## src/rtl/sgb_ram.sv

```systemverilog
// ----------------------------------------------------------------------------
// sgb_ram
// Generic simple dual-port RAM: one write port, one read port, registered
// read data.
// ----------------------------------------------------------------------------
`default_nettype none

module sgb_ram #(
  parameter int WIDTH = 8,
  parameter int DEPTH = 16,
  localparam int AW = (DEPTH > 1) ? $clog2(DEPTH) : 1
) (
  input  wire logic             clk,
  input  wire logic             we,
  input  wire logic [AW-1:0]    waddr,
  input  wire logic [WIDTH-1:0] wdata,
  input  wire logic             re,
  input  wire logic [AW-1:0]    raddr,
  output logic      [WIDTH-1:0] rdata
);

  logic [WIDTH-1:0] mem_r [DEPTH];
  logic [WIDTH-1:0] rdata_r;

  always_ff @(posedge clk) begin
    if (we) begin
      mem_r[waddr] <= wdata;
    end
    if (re) begin
      rdata_r <= mem_r[raddr];
    end
  end

  assign rdata = rdata_r;

endmodule

`default_nettype wire

```

## config.mk

```make
export PLATFORM = sky130hd
export DESIGN_NAME = sgb_ram
export DESIGN_NICKNAME = d
export VERILOG_FILES = /design/src/rtl/sgb_ram.sv
export SDC_FILE = /design/constraint.sdc
export NUM_CORES = 1
export LEC_CHECK = 0
export ABC_AREA = 1
export BUFFER_PORTS_ARGS = -buffer_cell sky130_fd_sc_hd__buf_4
export CAP_MARGIN = 20
export CORE_MARGIN = 2
export CORE_UTILIZATION = 40
export CTS_BUF_LIST = sky130_fd_sc_hd__clkbuf_8
export DETAILED_ROUTE_END_ITERATION = 16
export PLACE_DENSITY_LB_ADDON = 0.2
export SYNTH_ARGS = -nofsm -noshare
export SYNTH_HDL_FRONTEND = slang
export SYNTH_SLANG_ARGS = --single-unit
```

## constraint.sdc

```tcl
create_clock -name clk -period 1.1 [get_ports clk]
set_clock_uncertainty 0.05 [all_clocks]
set_input_delay 0.11 -clock clk [delete_from_list [all_inputs] [get_ports clk]]
set_output_delay 0.11 -clock clk [all_outputs]
set_load 0.005 [all_outputs]
```

**After elaboration in Yosys (flattened, before gate mapping)**

Memory sizes are Yosys's and may differ from the RTL's. A register that Yosys moved wholly into a read port is not among the register bits.
Cells that the tools add are included.

- Flip-flop bits (word level): 0
- RAM bits: 128
- Input bits: 19
- Output and inout port bits: 8
- Memories: 1

- Mux-type cells: 2

Memory list:

| name | depth | width | rd ports | clocked after Yosys merged registers in | wr ports | RTL line | RTL |
|---|---|---|---|---|---|---|---|
| mem_r | 16 | 8 | 1 | 1 | 1 | 22 | `logic [WIDTH-1:0] mem_r [DEPTH];` |

Operators by type and width:

| operator | count |
|---|---|
| $mux 1 | 2 |

**Longest topological paths before layout**

- Depth after elaboration: 2
- Gate-level depth with buffers: 8

**Least setup slack after synthesis**

OpenSTA, ideal clock, no wires.

- Path kind: input-to-reg
- Start point: in waddr[3]
- End point: mem mem_r[4][0], enable pin
- Library setup time: 0.370 ns
- Arrival time: 0.691 ns
- Data required time: 0.680 ns
- Slack: -0.011 ns
- Cell stages on the path: 2
- Buffers on the path: 0
- Cell sequence: nand3b_1 > nor2_1

RTL lines:

| element | RTL line | RTL |
|---|---|---|
| from (decl) | 15 | `input wire logic [AW-1:0] waddr,` |
| to (decl) | 22 |  |

No word-level cell before the write port.

**Final worst setup path**

- Start point: reg rdata_r[5], in the netlist rdata[5], read port of mem_r
- End point: out rdata[5]

RTL lines:

| element | RTL line | RTL |
|---|---|---|
| from (decl) | 23 | `logic [WIDTH-1:0] rdata_r;` |
| to (decl) | 19 | `output logic [WIDTH-1:0] rdata` |

No word-level cell between the ends.

==> impl_metrics.tcl <==
set metrics [dict create \
    vias 3856 \
    crit_type "reg -> out" \
    clock-sinks 136 \
    worstMarginPinSlew_ns 0.384 \
    crit_path_start_kind "flop" \
    regArea_mm2 0.00408 \
    detailedPlacementHpwl_um 8600 \
    crit_family "flip-flops" \
    first_global_vias 3810 \
    area_growth_pct 22.8 \
    grt_pass1_wl_um 21500 \
    core_region_area_mm2 0.0144 \
    cts_tree "yes" \
    finalCriticalPeriod_ns 1.23 \
    hold_class "in -> reg" \
    multi_input_area_mm2 0.00146 \
    routedWlPerCell_um 16.7 \
    port_buffers 26 \
    yosysTopAreaCell "edfxtp_1" \
    track_usage_pct 18.3 \
    nNetsFinal 631 \
    seq_area_frac_synth_pct 69.8 \
    ant_nets 0 \
    whs_ns 0.128 \
    die_area_mm2 0.0156 \
    cts_max_path_buffers 2 \
    rsz0062_at_grt "yes" \
    syn_nets 570 \
    cp-end-kind "output port" \
    wl_um 13500 \
    powerDensity_mw_per_mm2 1530 \
    placed_cells 768 \
    diodes 0 \
    synth_top_area_share_pct 69.8 \
    grt_max_degree 35 \
    max_stage_delay_ns 0.46 \
    syn_inst 551 \
    clk_pin_slew_worst_paths_ns 0.08 \
    drv_cap 0 \
    ys_seq_elements 136 \
    cp_slowest_cell "edfxtp_1" \
    rrSetupSlack_ns -0.03 \
    io_pins 27 \
    slew_headroom_pct 74.3 \
    ys.warnings.count 0 \
    final_core_util_pct 49.8 \
    synthTopCellsByArea "edfxtp_1 (70%), nand2_1 (11%), nand3_1 (8.3%)" \
    drt_iter0_markers 249 \
    cp.arrival_ns 1.07 \
    dieHeight_um 125 \
    outcome "complete, but fails checks" \
    setup_viol_count_final 10 \
    via_per_inst 4.77 \
    final-hold-violation-count 0 \
    p_leak_nw 3.11 \
    antenna_found_initial 0 \
    crit_chain "buf_6" \
    avgSynthCellArea_um2 10.6 \
    path_buf_inv 1 \
    synth.distinct_cells 11 \
    syn_area_mm2 0.00585 \
    slew_violations 0 \
    fmaxAchievable_mhz 812 \
    dieWidth_um 125 \
    violations "setup timing" \
    dr.pass1.iters 4 \
    final_layout_size_suffix_gt1_share_pct 22.0 \
    start_util_pct 40.5 \
    ir_worst_vdd_mv 0.619 \
    p_total_w 0.0110 \
    gp_congestion 0.821 \
    crit_fanout 1 \
    rows 44 \
    cts_root_buffer "clkbuf_8" \
    clkLatencyLatePin_ns 0.45 \
    cp.required_ns 0.94 \
    fin_crit_sh_pct 112 \
    instances_no_fill 808 \
    fillers 1336 \
    grt-ovfl-total 0 \
    worst_slack_ns -0.131 \
    cts-buffers-inserted 17 \
    drc 0 \
    h-tree-depth 4 \
]
## report_power, final
group / internal [W] / switching, W
clock network: 0.00240 / 0.00183
logic: 0.000342 / 0.000551
registers: 0.00583 / 0.0000423
## synthesized netlist by cell type, drive strengths merged
cell	n
inv	102
nand3	97
buf	24
nor2	17
nand3b	2
edfxtp	136
nand2	173
## per-stage QoR
| step | instance area, um^2 | TNS, ns | worst slack [ns] |
|---|---|---|---|
| 2_1_floorplan | 5850 | -0.694 | -0.0108 |
| 3_3_place_gp | 6430 | -5.13 | -0.258 |
| 3_5_place_dp | 6430 | -6.24 | -0.255 |
| 4_1_cts | 7020 | -0.852 | -0.136 |
| 5_1_grt | 7180 | -1.38 | -0.164 |
| 6_report | 7180 | -0.675 | -0.131 |
## cells by family after synthesis
group | Yosys count | synth area share, %
buffers and inverters | 126 | 9.39
AND/OR/NAND/NOR | 289 | 20.8
flip-flops | 136 | 69.8
## per-layer routing
layer / GRT usage (%) / up-vias / wire length [um]
li1: - / 1898 / -
met4: 5.10 / 0 / 190
met2: 29.5 / 82 / 6500
met1: 24.7 / 1860 / 5960
met3: 5.03 / 16 / 831
met5: 0 / - / 0
## tightest hold or removal path, stage by stage
cell,delay (ns)
buf_4,0.11
buf_4,0.17
nand3_2,0.09
nand2_1,0.05
## state kept, by name, summed over array words and instances, names as in the netlist
signal  flops
rdata       8
mem_r     128
## timing repair
| action | in CTS | in global routing |
|---|---|---|
| endpoints found under the setup margin | 16 | 16 |
| endpoints found under the hold margin | 136 | 0 |
| gates cloned | 0 | 0 |
| buffers inserted | 0 | 0 |
| pin swaps | 17 | 29 |
| resized for setup | 22 | 34 |
| hold buffers | 9 | 0 |
## path summary, 6_finish.rpt
| path | start | depth (start not counted) | end |
|---|---|---|---|
| hold / removal | raddr[3] | 4 | rdata[5] |
| setup / recovery | rdata[5] | 1 | rdata[5] |
| hold reg to reg | mem_r[15][5] | 6 | rdata[5] |
| setup reg to reg | mem_r[5][3] | 6 | rdata[3] |
## placed cells by master, fill, tap and decap left out, drive strengths merged
cell	Yosys	routed
nand3b	2	2
clkbuf	0	17
nand2	173	173
buf	24	57
dlygate4sd3	0	9
clkinv	0	6
inv	102	106
bufinv	0	4
edfxtp	136	136
nand3	97	97
nor2	17	17
## cell type report
type                            count  share of cell area (%)
Multi-Input combinational cell    289                    20.4
Timing Repair Buffer               66                    8.64
Clock buffer                       17                    3.26
Tap cell                          184                    3.21
Sequential cell                   136                    56.9
Clock inverter                     14                    2.33
Inverter                          102                    5.33
No activity file was read; power rests on OpenSTA's default activity.
