$ cat config.mk
export PLATFORM = sky130hd
export DESIGN_NAME = sgb_fir_div
export DESIGN_NICKNAME = d
export VERILOG_FILES = /design/src/rtl/sgb_pkg.sv /design/src/rtl/sgb_fir_div.sv
export SDC_FILE = /design/constraint.sdc
export NUM_CORES = 2
export LEC_CHECK = 0
export BUFFER_PORTS_ARGS = -buffer_cell sky130_fd_sc_hd__buf_2
export CAP_MARGIN = 20
export CORE_MARGIN = 2
export CORE_UTILIZATION = 30
export CTS_CLUSTER_SIZE = 16
export DETAILED_ROUTE_END_ITERATION = 10
export MAX_ROUTING_LAYER = met4
export SYNTH_ARGS = -nofsm -noshare
export SYNTH_HDL_FRONTEND = slang
export SYNTH_SLANG_ARGS = --single-unit
export TNS_END_PERCENT = 20
$ cat constraint.sdc
create_clock -name clk -period 10.1 [get_ports clk]
set_clock_uncertainty 0.2 [all_clocks]
set_input_delay 1.01 -clock clk [delete_from_list [all_inputs] [get_ports clk]]
set_output_delay 1.01 -clock clk [all_outputs]
set_load 0.05 [all_outputs]
$ cat src/rtl/sgb_pkg.sv
// ----------------------------------------------------------------------------
// sgb_pkg
// Shared constants, tap weight tables and helper functions for the
// separable Gaussian blur unit.
// ----------------------------------------------------------------------------
`default_nettype none

package sgb_pkg;

  localparam int PIX_W      = 8;
  localparam int WT_W       = 7;
  localparam int CFG_W      = 12;
  localparam int DIM_W      = 13;
  localparam int COORD_W    = 11;
  localparam int FIFO_DEPTH = 16;
  // register stages inside one tap-sum-and-divide unit
  localparam int FIR_LAT    = 5;

  // register select, taken from paddr[2]
  localparam logic REG_WIDTH  = 1'b0;
  localparam logic REG_HEIGHT = 1'b1;

  localparam logic [WT_W-1:0] WT3 [4] = '{7'd99, 7'd68, 7'd35, 7'd10};
  localparam logic [WT_W-1:0] WT4 [5] = '{7'd99, 7'd82, 7'd46, 7'd18, 7'd5};
  localparam logic [WT_W-1:0] WT5 [6] = '{7'd99, 7'd88, 7'd61, 7'd33, 7'd14, 7'd5};
  localparam logic [WT_W-1:0] WT6 [7] = '{7'd99, 7'd91, 7'd70, 7'd46, 7'd25, 7'd12,
                                          7'd5};
  localparam logic [WT_W-1:0] WT7 [8] = '{7'd99, 7'd93, 7'd77, 7'd56, 7'd36, 7'd21,
                                          7'd10, 7'd5};
  localparam logic [WT_W-1:0] WT8 [9] = '{7'd99, 7'd95, 7'd82, 7'd64, 7'd46, 7'd30,
                                          7'd18, 7'd10, 7'd5};
  localparam logic [WT_W-1:0] WT32 [33] = '{
    7'd99, 7'd99, 7'd98, 7'd97, 7'd95, 7'd92, 7'd89, 7'd86, 7'd82, 7'd78, 7'd73,
    7'd69, 7'd64, 7'd60, 7'd55, 7'd50, 7'd46, 7'd41, 7'd37, 7'd33, 7'd30, 7'd26,
    7'd23, 7'd20, 7'd18, 7'd15, 7'd13, 7'd11, 7'd10, 7'd8, 7'd7, 7'd6, 7'd5};
  localparam logic [WT_W-1:0] WT64 [65] = '{
    7'd99, 7'd99, 7'd99, 7'd99, 7'd98, 7'd98, 7'd97, 7'd96, 7'd95, 7'd94, 7'd92,
    7'd91, 7'd89, 7'd88, 7'd86, 7'd84, 7'd82, 7'd80, 7'd78, 7'd76, 7'd73, 7'd71,
    7'd69, 7'd67, 7'd64, 7'd62, 7'd60, 7'd57, 7'd55, 7'd53, 7'd50, 7'd48, 7'd46,
    7'd44, 7'd41, 7'd39, 7'd37, 7'd35, 7'd33, 7'd32, 7'd30, 7'd28, 7'd26, 7'd25,
    7'd23, 7'd22, 7'd20, 7'd19, 7'd18, 7'd16, 7'd15, 7'd14, 7'd13, 7'd12, 7'd11,
    7'd10, 7'd10, 7'd9, 7'd8, 7'd7, 7'd7, 7'd6, 7'd6, 7'd5, 7'd5};

  // weight of a tap at distance k from the center; past the table end the
  // last weight repeats
  function automatic logic [WT_W-1:0] tap_weight(input int half, input int k);
    logic [WT_W-1:0] w;
    if (half <= 3)       w = WT3[(k < 4) ? k : 3];
    else if (half == 4)  w = WT4[(k < 5) ? k : 4];
    else if (half == 5)  w = WT5[(k < 6) ? k : 5];
    else if (half == 6)  w = WT6[(k < 7) ? k : 6];
    else if (half == 7)  w = WT7[(k < 8) ? k : 7];
    else if (half == 8)  w = WT8[(k < 9) ? k : 8];
    else if (half <= 32) w = WT32[(k < 33) ? k : 32];
    else                 w = WT64[(k < 65) ? k : 64];
    return w;
  endfunction

  function automatic int tap_dist(input int half, input int j);
    return (j >= half) ? (j - half) : (half - j);
  endfunction

  function automatic int tap_total(input int half);
    int s;
    s = 0;
    for (int j = 0; j < 2 * half + 1; j++) begin
      s = s + int'(tap_weight(half, tap_dist(half, j)));
    end
    return (s == 0) ? 1 : s;
  endfunction

endpackage

`default_nettype wire

$ cat src/rtl/sgb_fir_div.sv
// ----------------------------------------------------------------------------
// sgb_fir_div
// Weighted sum of 2*HALF_TAPS+1 pixel taps followed by truncating division
// by the tap total; fixed five-stage pipeline.
// ----------------------------------------------------------------------------
`default_nettype none

module sgb_fir_div #(
  parameter int HALF_TAPS = 32,
  localparam int TAPS = 2 * HALF_TAPS + 1
) (
  input  wire logic                     clk,
  input  wire logic [sgb_pkg::PIX_W-1:0] taps [TAPS],
  output logic      [sgb_pkg::PIX_W-1:0] quo
);

  localparam int    TOTAL = sgb_pkg::tap_total(HALF_TAPS);
  localparam int    SUM_W = sgb_pkg::PIX_W + $clog2(TOTAL + 1);
  localparam int    NG    = (TAPS + 7) / 8;
  localparam int    PW    = 2 * SUM_W;
  localparam longint RECIP = (64'd1 << SUM_W) / TOTAL;

  logic [SUM_W-1:0]          grp_nxt [NG];
  logic [SUM_W-1:0]          grp_r   [NG];
  logic [SUM_W-1:0]          sum_nxt;
  logic [SUM_W-1:0]          sum_r;
  logic [PW-1:0]             prod_r;
  logic [SUM_W-1:0]          sum_d1_r;
  logic [sgb_pkg::PIX_W-1:0] qest_r;
  logic [SUM_W-1:0]          sum_d2_r;
  logic [SUM_W-1:0]          rem;
  logic [sgb_pkg::PIX_W-1:0] quo_nxt;
  logic [sgb_pkg::PIX_W-1:0] quo_r;

  // groups of eight taps, constant weights
  always_comb begin
    for (int g = 0; g < NG; g++) begin
      grp_nxt[g] = '0;
      for (int i = 0; i < 8; i++) begin
        if (g * 8 + i < TAPS) begin
          grp_nxt[g] = grp_nxt[g]
            + SUM_W'(taps[(g * 8 + i < TAPS) ? g * 8 + i : TAPS - 1])
            * SUM_W'(sgb_pkg::tap_weight(HALF_TAPS,
                                          sgb_pkg::tap_dist(HALF_TAPS, g * 8 + i)));
        end
      end
    end
  end

  always_comb begin
    sum_nxt = '0;
    for (int g = 0; g < NG; g++) begin
      sum_nxt = sum_nxt + grp_r[g];
    end
  end

  // reciprocal estimate is exact or one low; one compare fixes it
  assign rem     = sum_d2_r - SUM_W'(qest_r) * SUM_W'(TOTAL);
  assign quo_nxt = (rem >= SUM_W'(TOTAL)) ? qest_r + 1'b1 : qest_r;

  always_ff @(posedge clk) begin
    grp_r    <= grp_nxt;
    sum_r    <= sum_nxt;
    prod_r   <= PW'(sum_r) * PW'(RECIP);
    sum_d1_r <= sum_r;
    qest_r   <= prod_r[SUM_W +: sgb_pkg::PIX_W];
    sum_d2_r <= sum_d1_r;
    quo_r    <= quo_nxt;
  end

  assign quo = quo_r;

endmodule

`default_nettype wire

== Word-level counts from Yosys, hierarchy flattened ==
Index checks and enable logic that the tools add are counted.

* Add/sub/neg operators: 66
* Multiply operators: 63
* $lt $le $gt $ge: 1
* Multiplexer cells: 1

{| class="wikitable"
|+ Operator list
! operator !! count
|-
| multiplier 8 x 6 -> 14 bit (second input constant) || 16
|-
| multiplier 8 x 7 -> 15 bit (second input constant) || 13
|-
| multiplier 8 x 4 -> 12 bit (second input constant) || 14
|-
| adder 20 x 15 -> 20 bit || 6
|-
| adder 20 bit || 6
|-
| multiplier 8 x 5 -> 13 bit (second input constant) || 8
|-
| multiplier 8 x 3 -> 11 bit (second input constant) || 8
|-
| adder 19 x 15 -> 20 bit || 3
|-
| adder 18 x 15 -> 19 bit || 3
|-
| adder 17 x 15 -> 18 bit || 3
|-
| adder 16 x 15 -> 17 bit || 3
|-
| adder 15 x 15 -> 16 bit || 3
|-
| adder 19 x 14 -> 20 bit || 2
|-
| adder 20 x 14 -> 20 bit || 2
|-
| adder 18 x 14 -> 19 bit || 2
|-
| adder 17 x 14 -> 18 bit || 2
|-
| adder 16 x 12 -> 17 bit || 2
|-
| adder 16 x 14 -> 17 bit || 2
|-
| adder 15 x 12 -> 16 bit || 2
|-
| adder 15 x 14 -> 16 bit || 2
|-
| adder 14 x 12 -> 15 bit || 2
|-
| adder 14 x 14 -> 15 bit || 2
|-
| multiplier 20 x 8 -> 27 bit (second input constant) || 1
|-
| adder 18 x 20 -> 20 bit || 1
|-
| 22 further kinds || 23
|}

* Bits in registers: 276
* Input bits: 521
* Output and inout bits: 8
* Logic and storage cells: 146

== Depth between registers and ports, before layout ==
* Depth after elaboration: 8
* Depth in mapped cells: 35
* Gate-level depth less buffers: 35

== Least setup slack after synthesis ==
Ideal clock, no wire load.

* Path type: input-to-reg
* Start: input taps[297] (netlist bit)
* End: register grp_r[117] (netlist bit)
* Library setup time: 0.072 ns
* Arrival time: 8.562 ns
* Data required time: 9.828 ns
* Setup slack: 1.266 ns
* Cell stages on the path: 34
* Buffers on the path: 0
* Cell sequence: ha_1 inv_1 fa_1 fa_1 inv_1 ha_1 inv_1 nor2_1 nor2_1 o21bai_1 a21oi_1 o21bai_1 a21o_1 xor2_1 ha_1 fa_1 inv_1 fa_1 inv_1 ha_1 fa_1 inv_1 fa_1 inv_1 fa_1 inv_1 fa_1 inv_1 ha_1 or3_1 a211o_1 a31o_2 a21oi_1 xnor2_1

{| class="wikitable"
|+ RTL lines
! item !! RTL line !! RTL
|-
| start: declaration || sgb_fir_div.sv:13 || <nowiki>input wire logic [sgb_pkg::PIX_W-1:0] taps [TAPS],</nowiki>
|-
| end signal: assignment || sgb_fir_div.sv:62 || <nowiki>grp_r <= grp_nxt;</nowiki>
|-
| end: declaration || sgb_fir_div.sv:24 || <nowiki>logic [SUM_W-1:0] grp_r [NG];</nowiki>
|}

==> results.toml <==
[outcome]
status = "finished clean"

[global_routing]
grt_pass1_wl_mm = 277.4
grt_max_degree = 16
track_usage_pct = 16.03
first_global_vias = 49510
grt_overflow = 0
antenna_found_initial = 89

[synthesis]
synth_area_leaders = "fa_1, ha_1, inv_1, dfxtp_1, xnor2_1"
yosysWarnings = 0
yosys.area.top_type = "fa_1"
synth-main-ff-cell = "dfxtp_1"
netlist_instances = 6701
synth_edf_count = 0
synth_area_per_cell_um2 = 10.16
synth_commonest_cells = "inv_1, ha_1, fa_1, xnor2_1, a21oi_1"
yosysTopAreaCellShare_pct = 40.65
syn_nets = 10090
ys_types = 69
ys_seq_area_share_pct = 6.908
netlist_area_um2 = 68100
synth_seq_cells = 235
async_flop_share_pct = 0
synthMostInstantiatedCell = "inv_1"

[sta]
finalCritPeriodShare_pct = 86.56
rsz0062_at_grt = "no"
slew_violations = 0
slew_headroom_pct = 55.33
min_period_ps = 8742
fin_tns_setup_ps = 0
max_clock_freq_mhz = 114.4
hold_viol = 0
report.final.setup_viol = 0
worst_slew_pin_slew_ps = 667.8

[setup_path]
cp_slowest_stage_delay_ps = 530
crit_arrival_ps = 9060
critical_path_class = "primary input to flop"
cp_max_fo = 4
critPathCaptureType = "flop"
cpMaxStageDelayCell = "fa_1"
cpMostUsedCell = "inv_1"
startpoint_type = "primary input"
critPathRequiredTime_ps = 10420

[placement]
place_congestion = 0.9201
port_buffers = 528
dp_hpwl_mm = 167.2

[job]
cap_violations = 0

[route]
via_count = 44130
wl_per_cell_um = 16.94
viasPerCell = 4.267
drc = 0
ant_nets = 0
drtIter0Drc = 1468
wl_mm = 175.2
drtPass1Iterations = 5

[die]
coreArea_um2 = 225300
io-pin-count = 529
rows = 174
chipHeight_um = 480.5
die_width_um = 480.5
start_util_pct = 30.22
die_area_um2 = 230800

[cts]
cts-root-buf = "clkbuf_16"
cts_hold_buffers = 0
cts_buffers = 30
clockBufferDepth = 3
clk_pin_slew_worst_paths_ps = 70
cts_resized = 0
clkSinkCount = 235
post_cts_buffers = 0
cts_tree = "done"
insertion_delay_ps = 600
htree_levels = 1

[hold_path]
hold_path.class = "flop to flop"

[cells_and_area]
finalNetCount = 10650
syn2layout_area_growth_pct = 11.09
layout-drive-gt1-share_pct = 8.340
==> area by class of cell <==
cell class	instances	area, um2
well taps	2992	3744
diodes	72	180.2
inverters	2291	8600
multi-input cells	4169	54760
flip-flops and latches	235	4705
fillers	22960	149700
clock buffers	34	775.7
clock inverters	21	247.7
repair buffers	528	2643
==> sequential cells by signal, indices dropped and copies added, names as in the netlist <==
name	cells
grp_r	151
sum_d1_r	20
sum_d2_r	20
sum_r	20
prod_r	8
qest_r	8
quo	8
==> worst max-delay path, delay by kind of cell <==
kind,cells,cell delay [ps]
AO/OA/AOI/OAI,7,1320
AND/OR/NAND/NOR,3,600
buffers and inverters,10,610
XOR/XNOR,2,290
adder cells (fa/ha/maj),13,5200
==> routing by layer <==
layer | wire [um] | global-route usage, % | vias to the layer above
met4 | 3394 | 3.075 | 0
met5 | 0 | - | -
met2 | 85070 | 26.73 | 675
met1 | 78450 | 20.72 | 21900
li1 | - | - | 21420
met3 | 8260 | 2.338 | 136
==> final timing paths <==
check | startpoint | end | slack (ps) | cells past startpoint
setup / recovery | taps[299] | grp_r[117] | 1360 | 35
setup reg to reg | qest_r[0] | quo[1] | 4170 | 17
hold / removal | sum_d1_r[7] | sum_d2_r[7] | 120 | 0
hold reg to reg | sum_d1_r[7] | sum_d2_r[7] | 120 | 0
==> cell families (layout without fill, tap and decap cells) <==
kind of cell,count (synthesis),after routing,synth area share [%]
adders and majority gates,2869,2869,67.96
buffers and inverters,2297,2874,12.68
AOI/OAI and AO/OA,610,610,5.681
and+or+nand+nor,364,364,2.561
xor gates and xnor gates,318,318,4.090
DFF,235,235,6.908
muxes,8,8,0.1194
other,0,72,0
==> placed cells by master (no fill, tap or decap), types with 7 or more instances in the layout <==
cell       netlist  layout
nand3_1         28      28
xnor2_1        243     243
or3_1           13      13
ha_1          1486    1486
fa_1          1383    1383
buf_2            1     528
o21ai_0         90      90
mux2i_1          7       7
o21a_1          22      22
a211oi_1        10      10
diode_2          0      72
xor2_1          75      75
nand4_1          8       8
inv_1         2291    2291
or2_2           13      13
nand2_1         69      69
nor2_1         120     120
a21oi_1        237     237
nand2b_1        20      20
o211ai_1         8       8
nor3_1          31      31
and3_1           7       7
a21boi_0        18      18
nor2b_1         38      38
dfxtp_1        235     235
a21o_1          79      79
clkbuf_16        0      30
o21bai_1        82      82
==> stage by stage <==
| stage | util, % | std cells | instance area, um2 | worst slack (ps) | hold WS [ps] |
|---|---|---|---|---|---|
| floorplan | - | 6701 | 68100 | 1266 | 109.6 |
| global placement | 33.04 | 10220 | 74450 | 695.1 | 112.7 |
| detailed placement | 33.04 | 10220 | 74450 | 796.4 | 112.1 |
| CTS | 33.49 | 10270 | 75470 | 1396 | 126.7 |
| global route | 33.56 | 10330 | 75630 | 941.7 | 132.3 |
| finish | 33.57 | 10340 | 75650 | 1358 | 123.9 |
Power is left out: the tool's default activity adds up to more than one toggle a clock period on the data nets, which glitch-free logic cannot reach.
