--- src/rtl/sgb_out_fifo.sv ---
// ----------------------------------------------------------------------------
// sgb_out_fifo
// Small result queue in front of the output channel.
// ----------------------------------------------------------------------------
`default_nettype none

module sgb_out_fifo #(
  parameter int W     = 32,
  parameter int DEPTH = 16,
  localparam int AW    = $clog2(DEPTH),
  localparam int CNT_W = $clog2(DEPTH + 1)
) (
  input  wire logic             clk,
  input  wire logic             rst_n,
  input  wire logic             push,
  input  wire logic [W-1:0]     push_data,
  input  wire logic             ready,
  output logic                  valid,
  output logic      [W-1:0]     data,
  output logic      [CNT_W-1:0] count
);

  logic [W-1:0]     mem_r [DEPTH];
  logic [AW-1:0]    wptr_r, rptr_r;
  logic [CNT_W-1:0] cnt_r;
  logic             pop;

  assign valid = (cnt_r != '0);
  assign pop   = valid && ready;
  assign data  = mem_r[rptr_r];
  assign count = cnt_r;

  always_ff @(posedge clk) begin
    if (push) begin
      mem_r[wptr_r] <= push_data;
    end
  end

  always_ff @(posedge clk) begin
    if (!rst_n) begin
      wptr_r <= '0;
      rptr_r <= '0;
      cnt_r  <= '0;
    end else begin
      if (push) wptr_r <= wptr_r + 1'b1;
      if (pop)  rptr_r <= rptr_r + 1'b1;
      cnt_r <= cnt_r + CNT_W'(push) - CNT_W'(pop);
    end
  end

endmodule

`default_nettype wire

--- config.mk ---
export PLATFORM = sky130hd
export DESIGN_NAME = sgb_out_fifo
export DESIGN_NICKNAME = d
export VERILOG_FILES = /design/src/rtl/sgb_out_fifo.sv
export SDC_FILE = /design/constraint.sdc
export NUM_CORES = 1
export LEC_CHECK = 0
export BUFFER_PORTS_ARGS = -buffer_cell sky130_fd_sc_hd__buf_2
export CORE_UTILIZATION = 25
export CTS_CLUSTER_SIZE = 10
export DETAILED_ROUTE_END_ITERATION = 7
export GPL_ROUTABILITY_DRIVEN = 0
export HOLD_SLACK_MARGIN = 0.08
export PLACE_DENSITY = 0.47
export REMOVE_ABC_BUFFERS = 1
export SYNTH_ARGS = -nofsm -noshare
export SYNTH_HDL_FRONTEND = slang
export SYNTH_SLANG_ARGS = --single-unit
--- constraint.sdc ---
create_clock -name clk -period 3.93 [get_ports clk]
set_input_delay 1.179 -clock clk [delete_from_list [all_inputs] [get_ports clk]]
set_output_delay 1.179 -clock clk [all_outputs]
set_load 0.03 [all_outputs]
# Word level (Yosys, flattened, before mapping)
# Memories as Yosys holds them, arrays and structs flattened. A register that Yosys moved wholly into a read port is not among the register bits.
# Cells that the tools add are included.
# op_classes
add_sub_neg	4
muxes	4
n_reduce_logical	2
# op_table
operator	n
adder 4 x 1 -> 4 bit (second input constant)	2
two-way mux 4 bit	2
adder 5 x 1 -> 5 bit	1
nonzero test 5 bit	1
subtractor 5 x 1 -> 5 bit	1
two-way mux 1 bit	2
logical AND 1 bit	1
# word_totals
regBits	13
ramBits	512
input_bits	36
n_memories	1
# memory_table
memory	depth	width	rd	rd_clocked_by_memory_dff	write_ports	line_no	text
mem_r	16	32	1	1	1	23	logic [W-1:0] mem_r [DEPTH];

# Logic depth before layout (Yosys ltp)
# Gate-level depths: netlist of the first run.
# logic_depth
depth_word	4
ltp_mapped	14
depth_no_buf	13

# Worst setup path after synthesis of the first run
# Ideal clock, no wire load.
# synth_timing
path_kind	register -> register
start	register cnt_r[3], in the netlist count[3]
end	register cnt_r[4], in the netlist count[4]
setup_time_ps	116
arrival_time_ps	3135
required_time_ps	3814
slack_ps	680
stages_incl_launch_ff	15
period_less_slack_ps	3250
path_cell_list	dfxtp_1 > inv_1 > ha_1 > or4b_1 > clkbuf_1 > nand2_1 > inv_1 > ha_1 > inv_1 > ha_1 > fa_1 > a21oi_1 > nor2_1 > or3_1 > and3_1
# synth_between
elab_chain_cells	3
word_cells_on_any_way	4
cone_classes	add/sub: 2; reduce/logical: 2
# synth_rtl
item	line_no	text
from (decl)	25	logic [CNT_W-1:0] cnt_r;
from (signal assigned)	47	cnt_r <= cnt_r + CNT_W'(push) - CNT_W'(pop);
nonzero test 5 bit	28	assign valid = (cnt_r != '0);
net valid	18	output logic valid,
logical AND 1 bit	29	assign pop = valid && ready;
subtractor 5 x 1 -> 5 bit	47	
# The timed path passes the listed nets, and every way through them passes these cells.
# A chain may end at the register's enable or synchronous reset.

==> flow_metrics.env, run 1 <==
export IMPL_vias=9201
export IMPL_synth_cells=884
export IMPL_fillCellCount=7721
export IMPL_min_path_type="reg2reg"
export IMPL_design_area_mm2=0.0237
export IMPL_hold_viol_final=0
export IMPL_rsz0062_at_grt="false"
export IMPL_io_pin_count=74
export IMPL_drive_gt1_share_pct=31.3
export IMPL_utilization_pct=29.9
export IMPL_ant_nets=0
export IMPL_first_global_vias=10099
export IMPL_die_w_um=285
export IMPL_start_util_pct=25.3
export IMPL_multiInputGateArea_mm2=0.00410
export IMPL_antenna_found_initial=6
export IMPL_port_buffers=73
export IMPL_cts_buffers=60
export IMPL_die_h_um=285
export IMPL_cts_buffer_depth=3
export IMPL_cp_max_fo=34
export IMPL_holdBufCountCts=0
export IMPL_ys_warn_count=0
export IMPL_h_tree_depth=2
export IMPL_seq_area_mm2=0.0157
export IMPL_hold_depth=2
export IMPL_hpwl_um=24900
export IMPL_dpl_cell_area_mm2=0.0220
export IMPL_ir_worst_vdd_v=0.000308
export IMPL_seq_area_frac_synth_pct=78.5
export IMPL_rows=103
export IMPL_cts_sinks=529
export IMPL_routed_wl_um=48400
export IMPL_relSlewSlack_pct=49.8
export IMPL_slowest_stage="mux4_2"
export IMPL_ys_types=29
export IMPL_core_mm2=0.0791
export IMPL_setup_viol=0
export IMPL_synthTopCellsByArea="edfxtp_1, mux4_2, a22oi_1"
export IMPL_maxSlewViolCount=0
export IMPL_min_period_ns=3.78
export IMPL_grt_overflow_total=0
export IMPL_grt_usage_pct=12.0
export IMPL_avgSynthCellArea_um2=22.6
export IMPL_slowest_delay_ns=0.53
export IMPL_final_cells=2075
export IMPL_clock_latency_ns=0.63
export IMPL_tightest_slew_ns=0.752
export IMPL_drt_iter0_drc=804
export IMPL_grt_max_degree=60
export IMPL_p_leak_uw=0.00732
export IMPL_r2r_cells=13
export IMPL_critPathRequiredTime_ns=2.75
export IMPL_syn_cell_area_mm2=0.0200
export IMPL_syn_to_final_growth_pct=18.3
export IMPL_yosys_area_top_type="edfxtp_1"
export IMPL_first_pass_iters=5
export IMPL_crit_chain="buf_6, buf_16, mux4_2, a22oi_1, nand2_1, buf_2"
export IMPL_path_clk_slew_ns=0.06
export IMPL_status="finished, final reports clean"
export IMPL_start_kind="flip-flop"
export IMPL_drc_errors=0
export IMPL_die_area_mm2=0.0812
export IMPL_nets=1053
export IMPL_vias_per_cell=4.43
export IMPL_fmaxAchievable_ghz=0.265
export IMPL_powerDensity_mw_per_mm2=585
export IMPL_period_share_pct=96.2
export IMPL_dp_cells=1993
export IMPL_skew_ns=0.0254
export IMPL_end_kind="output port"
export IMPL_synth_top_area_share_pct=76.8
export IMPL_synth_seq_cells=529
export IMPL_cts_tree="built"
export IMPL_arrival_ns=2.60
export IMPL_crit_type="reg2out"
export IMPL_root_buffer="clkbuf_16"
export IMPL_grt_pass1_wl_um=70800
export IMPL_maxCapViolations=0
export IMPL_wl_per_cell_um=23.3
==> Yosys cell counts <==
master / instances
buf_1: 10
or3_1: 1
mux4_2: 128
nand3_1: 3
a21boi_0: 1
dfxtp_1: 17
ha_1: 11
a22oi_1: 64
o21ai_0: 1
nand2_1: 36
nor3b_1: 1
buf_4: 9
buf_2: 7
edfxtp_1: 512
xor2_1: 3
nor2_1: 3
xnor2_1: 6
a21oi_1: 2
fa_1: 1
and2_1: 28
nor2b_1: 3
nand4_1: 1
or4b_1: 1
and3_1: 3
a21o_1: 1
inv_1: 9
and3b_1: 1
mux2i_1: 1
clkbuf_1: 20
==> state kept, by name, summed over array words and instances (netlist names), named ones only <==
register and cells:
wptr_r 4, rptr_r 4, mem_r 512, count 5
==> worst paths after layout <==
path                            endpoint                    from  slack [ns]
hold / removal    wptr_r[1]$_SDFFE_PN0P_  wptr_r[1]$_SDFFE_PN0P_        0.57
setup / recovery                data[12]               flip-flop        0.15
hold reg to reg   wptr_r[1]$_SDFFE_PN0P_  wptr_r[1]$_SDFFE_PN0P_        0.57
setup reg to reg     count[4]$_SDFF_PN0_     count[3]$_SDFF_PN0_        0.87
==> layer usage <==
metal / up-vias / GRT usage, % / wire (um) / share of wire (%)
met5: - / 0 / 36 / 0.074
met4: 6 / 2.81 / 790 / 1.6
met3: 67 / 2.34 / 2450 / 5.1
met2: 198 / 19.9 / 23700 / 49
met1: 4990 / 16.2 / 21400 / 44
li1: 3940 / - / - / -
==> critical path, delay by kind of cell, from the launching register on <==
| kind | cells | cell delay, ns |
|---|---|---|
| muxes | 1 | 0.53 |
| DFF | 1 | 0.37 |
| AOI/OAI and AO/OA | 1 | 0.22 |
| and+or+nand+nor | 1 | 0.16 |
| buffers and inverters | 3 | 0.69 |
==> cell type report <==
class                      instances  share of cell area, %
antenna                            1                 0.0106
clock buffer                      72                   6.53
clock inverter                     9                  0.544
inverter                           9                  0.143
multi-input combinational        300                   17.3
sequential                       529                   66.4
tap                             1050                   5.55
timing repair buffer             105                   3.53
==> through the flow <==
stage	setup slack, ns	setup TNS [ns]	power, uW	hold slack (ns)
after global placement	0.667	0	9090	0.571
final	0.151	0	13800	0.573
after CTS	0.0448	0	14100	0.582
after detailed placement	0.692	0	9100	0.572
after global routing	0.00160	0	14400	0.629
after floorplan	-3.60	-115.32	8570	0.475
==> where the power goes <==
part,internal [uW],leakage (uW),switching (uW)
logic,1170,0.00175,1400
registers,6300,0.00477,63.3
clock network,2810,0.000804,2110
total,10300,0.00732,3580
==> cell usage in the layout, fill, tap and decap left out, types with 11 or more instances in the layout <==
| master | Yosys | final |
|---|---|---|
| a22oi_1 | 64 | 64 |
| dfxtp_1 | 17 | 15 |
| buf_4 | 9 | 14 |
| mux4_2 | 128 | 128 |
| ha_1 | 11 | 11 |
| clkbuf_1 | 20 | 12 |
| clkbuf_16 | 0 | 60 |
| edfxtp_1 | 512 | 512 |
| buf_2 | 7 | 73 |
| and2_1 | 28 | 11 |
| buf_12 | 0 | 15 |
| and2_2 | 0 | 17 |
| nand2_1 | 36 | 35 |
==> what timing repair did <==
action,CTS,global route
endpoints found under the setup margin,0,5
setup buffers,0,0
gates resized for setup,0,4
==> cells by family after synthesis <==
| logic type | share of synthesized area, % |
|---|---|
| DFF | 78.5 |
| muxes | 14.5 |
| and+or+nand+nor | 2.06 |
| AOI/OAI and AO/OA | 2.55 |
| buffers and inverters | 1.24 |
| adders and majority gates | 0.788 |
| xor gates and xnor gates | 0.394 |
Note: power is estimated with default switching activity, not from simulation.
==> run 2: changes to the inputs <==
CORE_UTILIZATION = 45   (was 25)
PLACE_DENSITY = 0.69   (was 0.47)
==> flow_metrics.env, run 2 (synthesis gave the netlist of run 1 again) <==
export IMPL_status="finished, final reports clean"
export IMPL_ff2ff_setup_slack_ns=0.82
export IMPL_cts_repair_resized=0
export IMPL_ant_nets=0
export IMPL_seq_power_share_pct=47.1
export IMPL_fmaxAchievable_ghz=0.265
export IMPL_hpwl_um=22600
export IMPL_clock_latency_ns=0.58
export IMPL_cts_buffers=59
export IMPL_min_period_ns=3.78
export IMPL_drc_errors=0
export IMPL_vias=9266
export IMPL_maxCapViolations=0
export IMPL_root_buffer="clkbuf_16"
export IMPL_h_tree_depth=2
export IMPL_die_w_um=213
export IMPL_final_common_cell="edfxtp_1"
export IMPL_setup_slack_ns=0.155
export IMPL_postCtsSetupBuffers=0
export IMPL_r2r_cells=13
export IMPL_routed_wl_um=40800
export IMPL_arrival_ns=2.60
export IMPL_hold_viol_final=0
export IMPL_powerDensity_mw_per_mm2=590
export IMPL_dpl_cell_area_mm2=0.0214
export IMPL_cts_buffer_depth=3
export IMPL_cp_max_fo=37
export IMPL_die_h_um=213
export IMPL_relSlewSlack_pct=57.5
export IMPL_fillCellCount=3276
export IMPL_nets=1052
export IMPL_drt_iter0_drc=1168
export IMPL_start_kind="flip-flop"
export IMPL_grt_pass1_wl_um=60500
export IMPL_core_mm2=0.0435
export IMPL_top_register="mem_r"
export IMPL_end_kind="output port"
export IMPL_path_clk_slew_ns=0.05
export IMPL_grt_max_degree=38
export IMPL_die_area_mm2=0.0453
export IMPL_crit_type="reg2out"
export IMPL_rsz0062_at_grt="false"
export IMPL_power_frac_clock_pct=34.9
export IMPL_switching_share_pct=24.7
export IMPL_switching_power_uw=3360
export IMPL_r2r_start="count[2]$_SDFF_PN0_"
export IMPL_p_int_uw=10300
export IMPL_min_from="rptr_r[1]$_SDFFE_PN0N_"
export IMPL_syn_to_final_growth_pct=15.3
export IMPL_min_path_type="reg2reg"
export IMPL_critPathRequiredTime_ns=2.75
export IMPL_layout_common_cells="edfxtp_1, mux4_2, buf_2"
export IMPL_start_util_pct=46.1
export IMPL_antenna_cells=0
export IMPL_combPwrFrac_pct=17.9
export IMPL_skew_ns=0.0164
export IMPL_holdWs_ns=0.526
export IMPL_wl_per_cell_um=25.2
export IMPL_tightest_slew_ns=0.638
export IMPL_ir_worst_vdd_v=0.000348
export IMPL_r2r_end="count[4]$_SDFF_PN0_"
export IMPL_holdBufCountCts=0
export IMPL_place_ws_ns=0.665
export IMPL_maxSlewViolCount=0
export IMPL_cts_sinks=529
export IMPL_drive_gt1_share_pct=30.9
export IMPL_antenna_found_initial=4
export IMPL_io_pin_count=74
export IMPL_design_area_mm2=0.0231
export IMPL_vias_per_cell=5.74
export IMPL_grt_overflow_total=0
export IMPL_hold_depth=2
export IMPL_period_share_pct=96.1
export IMPL_first_pass_iters=5
export IMPL_tns_ns=0
export IMPL_rows=76
export IMPL_largest_register_ffs=512
export IMPL_port_buffers=73
export IMPL_first_global_vias=9550
export IMPL_cts_tree="built"
export IMPL_grt_usage_pct=18.6
export IMPL_p_leak_uw=0.00730
export IMPL_setup_viol=0
## run 2: cell count changes in the layout (fill, tap and decap cells not counted), sizes merged
cell    change
bufinv      -1
clkbuf     +13
clkinv      -6
diode       -1
## run 2: worst max path at each step
| stage | startpoint | end | slack (ns) |
|---|---|---|---|
| floorplan | flip-flop | data[0] | -3.60 |
| detailed placement | ready | count[4]$_SDFF_PN0_ | 0.67 |
| global placement | flip-flop | data[10] | 0.68 |
| global route | flip-flop | data[22] | 0.002 |
| CTS | flip-flop | data[2] | 0.06 |
| finish | flip-flop | data[9] | 0.15 |
## run 2: critical path, cell delays in order (launching register included)
cell	delay [ns]
dfxtp_4	0.55
buf_16	0.32
mux4_2	0.55
a22oi_1	0.27
nand2_1	0.11
buf_2	0.19
## run 2: cell type report
| class | instances | area (um^2) | share of cell area, % |
|---|---|---|---|
| clock inverter | 2 | 12.5 | 0.0542 |
| multi-input combinational | 300 | 4100 | 17.7 |
| clock buffer | 85 | 1620 | 7.00 |
| timing repair buffer | 105 | 867 | 3.76 |
| inverter | 9 | 33.8 | 0.146 |
| tap | 585 | 732 | 3.17 |
| sequential | 529 | 15700 | 68.1 |
## run 2: power by group through the flow
stage          sequential [uW]  clock [uW]  combinational, uW
2_1_floorplan             6790           0               1780
3_3_place_gp              6530           0               2450
3_5_place_dp              6530           0               2470
4_1_cts                   6420        4840               2480
5_1_grt                   6430        5050               2640
6_report                  6420        4760               2440
## run 2: stage by stage
| step | util (%) | total power (uW) | instances |
|---|---|---|---|
| after global routing | 53.1 | 14100 | 1615 |
| final | 53.1 | 13600 | 1615 |
| after global placement | 49.3 | 8980 | 1528 |
| after floorplan | - | 8570 | 838 |
| after detailed placement | 49.3 | 9010 | 1528 |
| after CTS | 53.1 | 13700 | 1615 |
## run 2: layer usage
layer	wire [um]	up-vias	GRT usage, %	share of wire (%)
met2	19500	318	29.4	48
met3	2940	69	3.69	7.2
met4	706	8	4.66	1.7
met1	17500	4915	26.6	43
li1	-	3956	-	-
met5	62	-	0	0.15
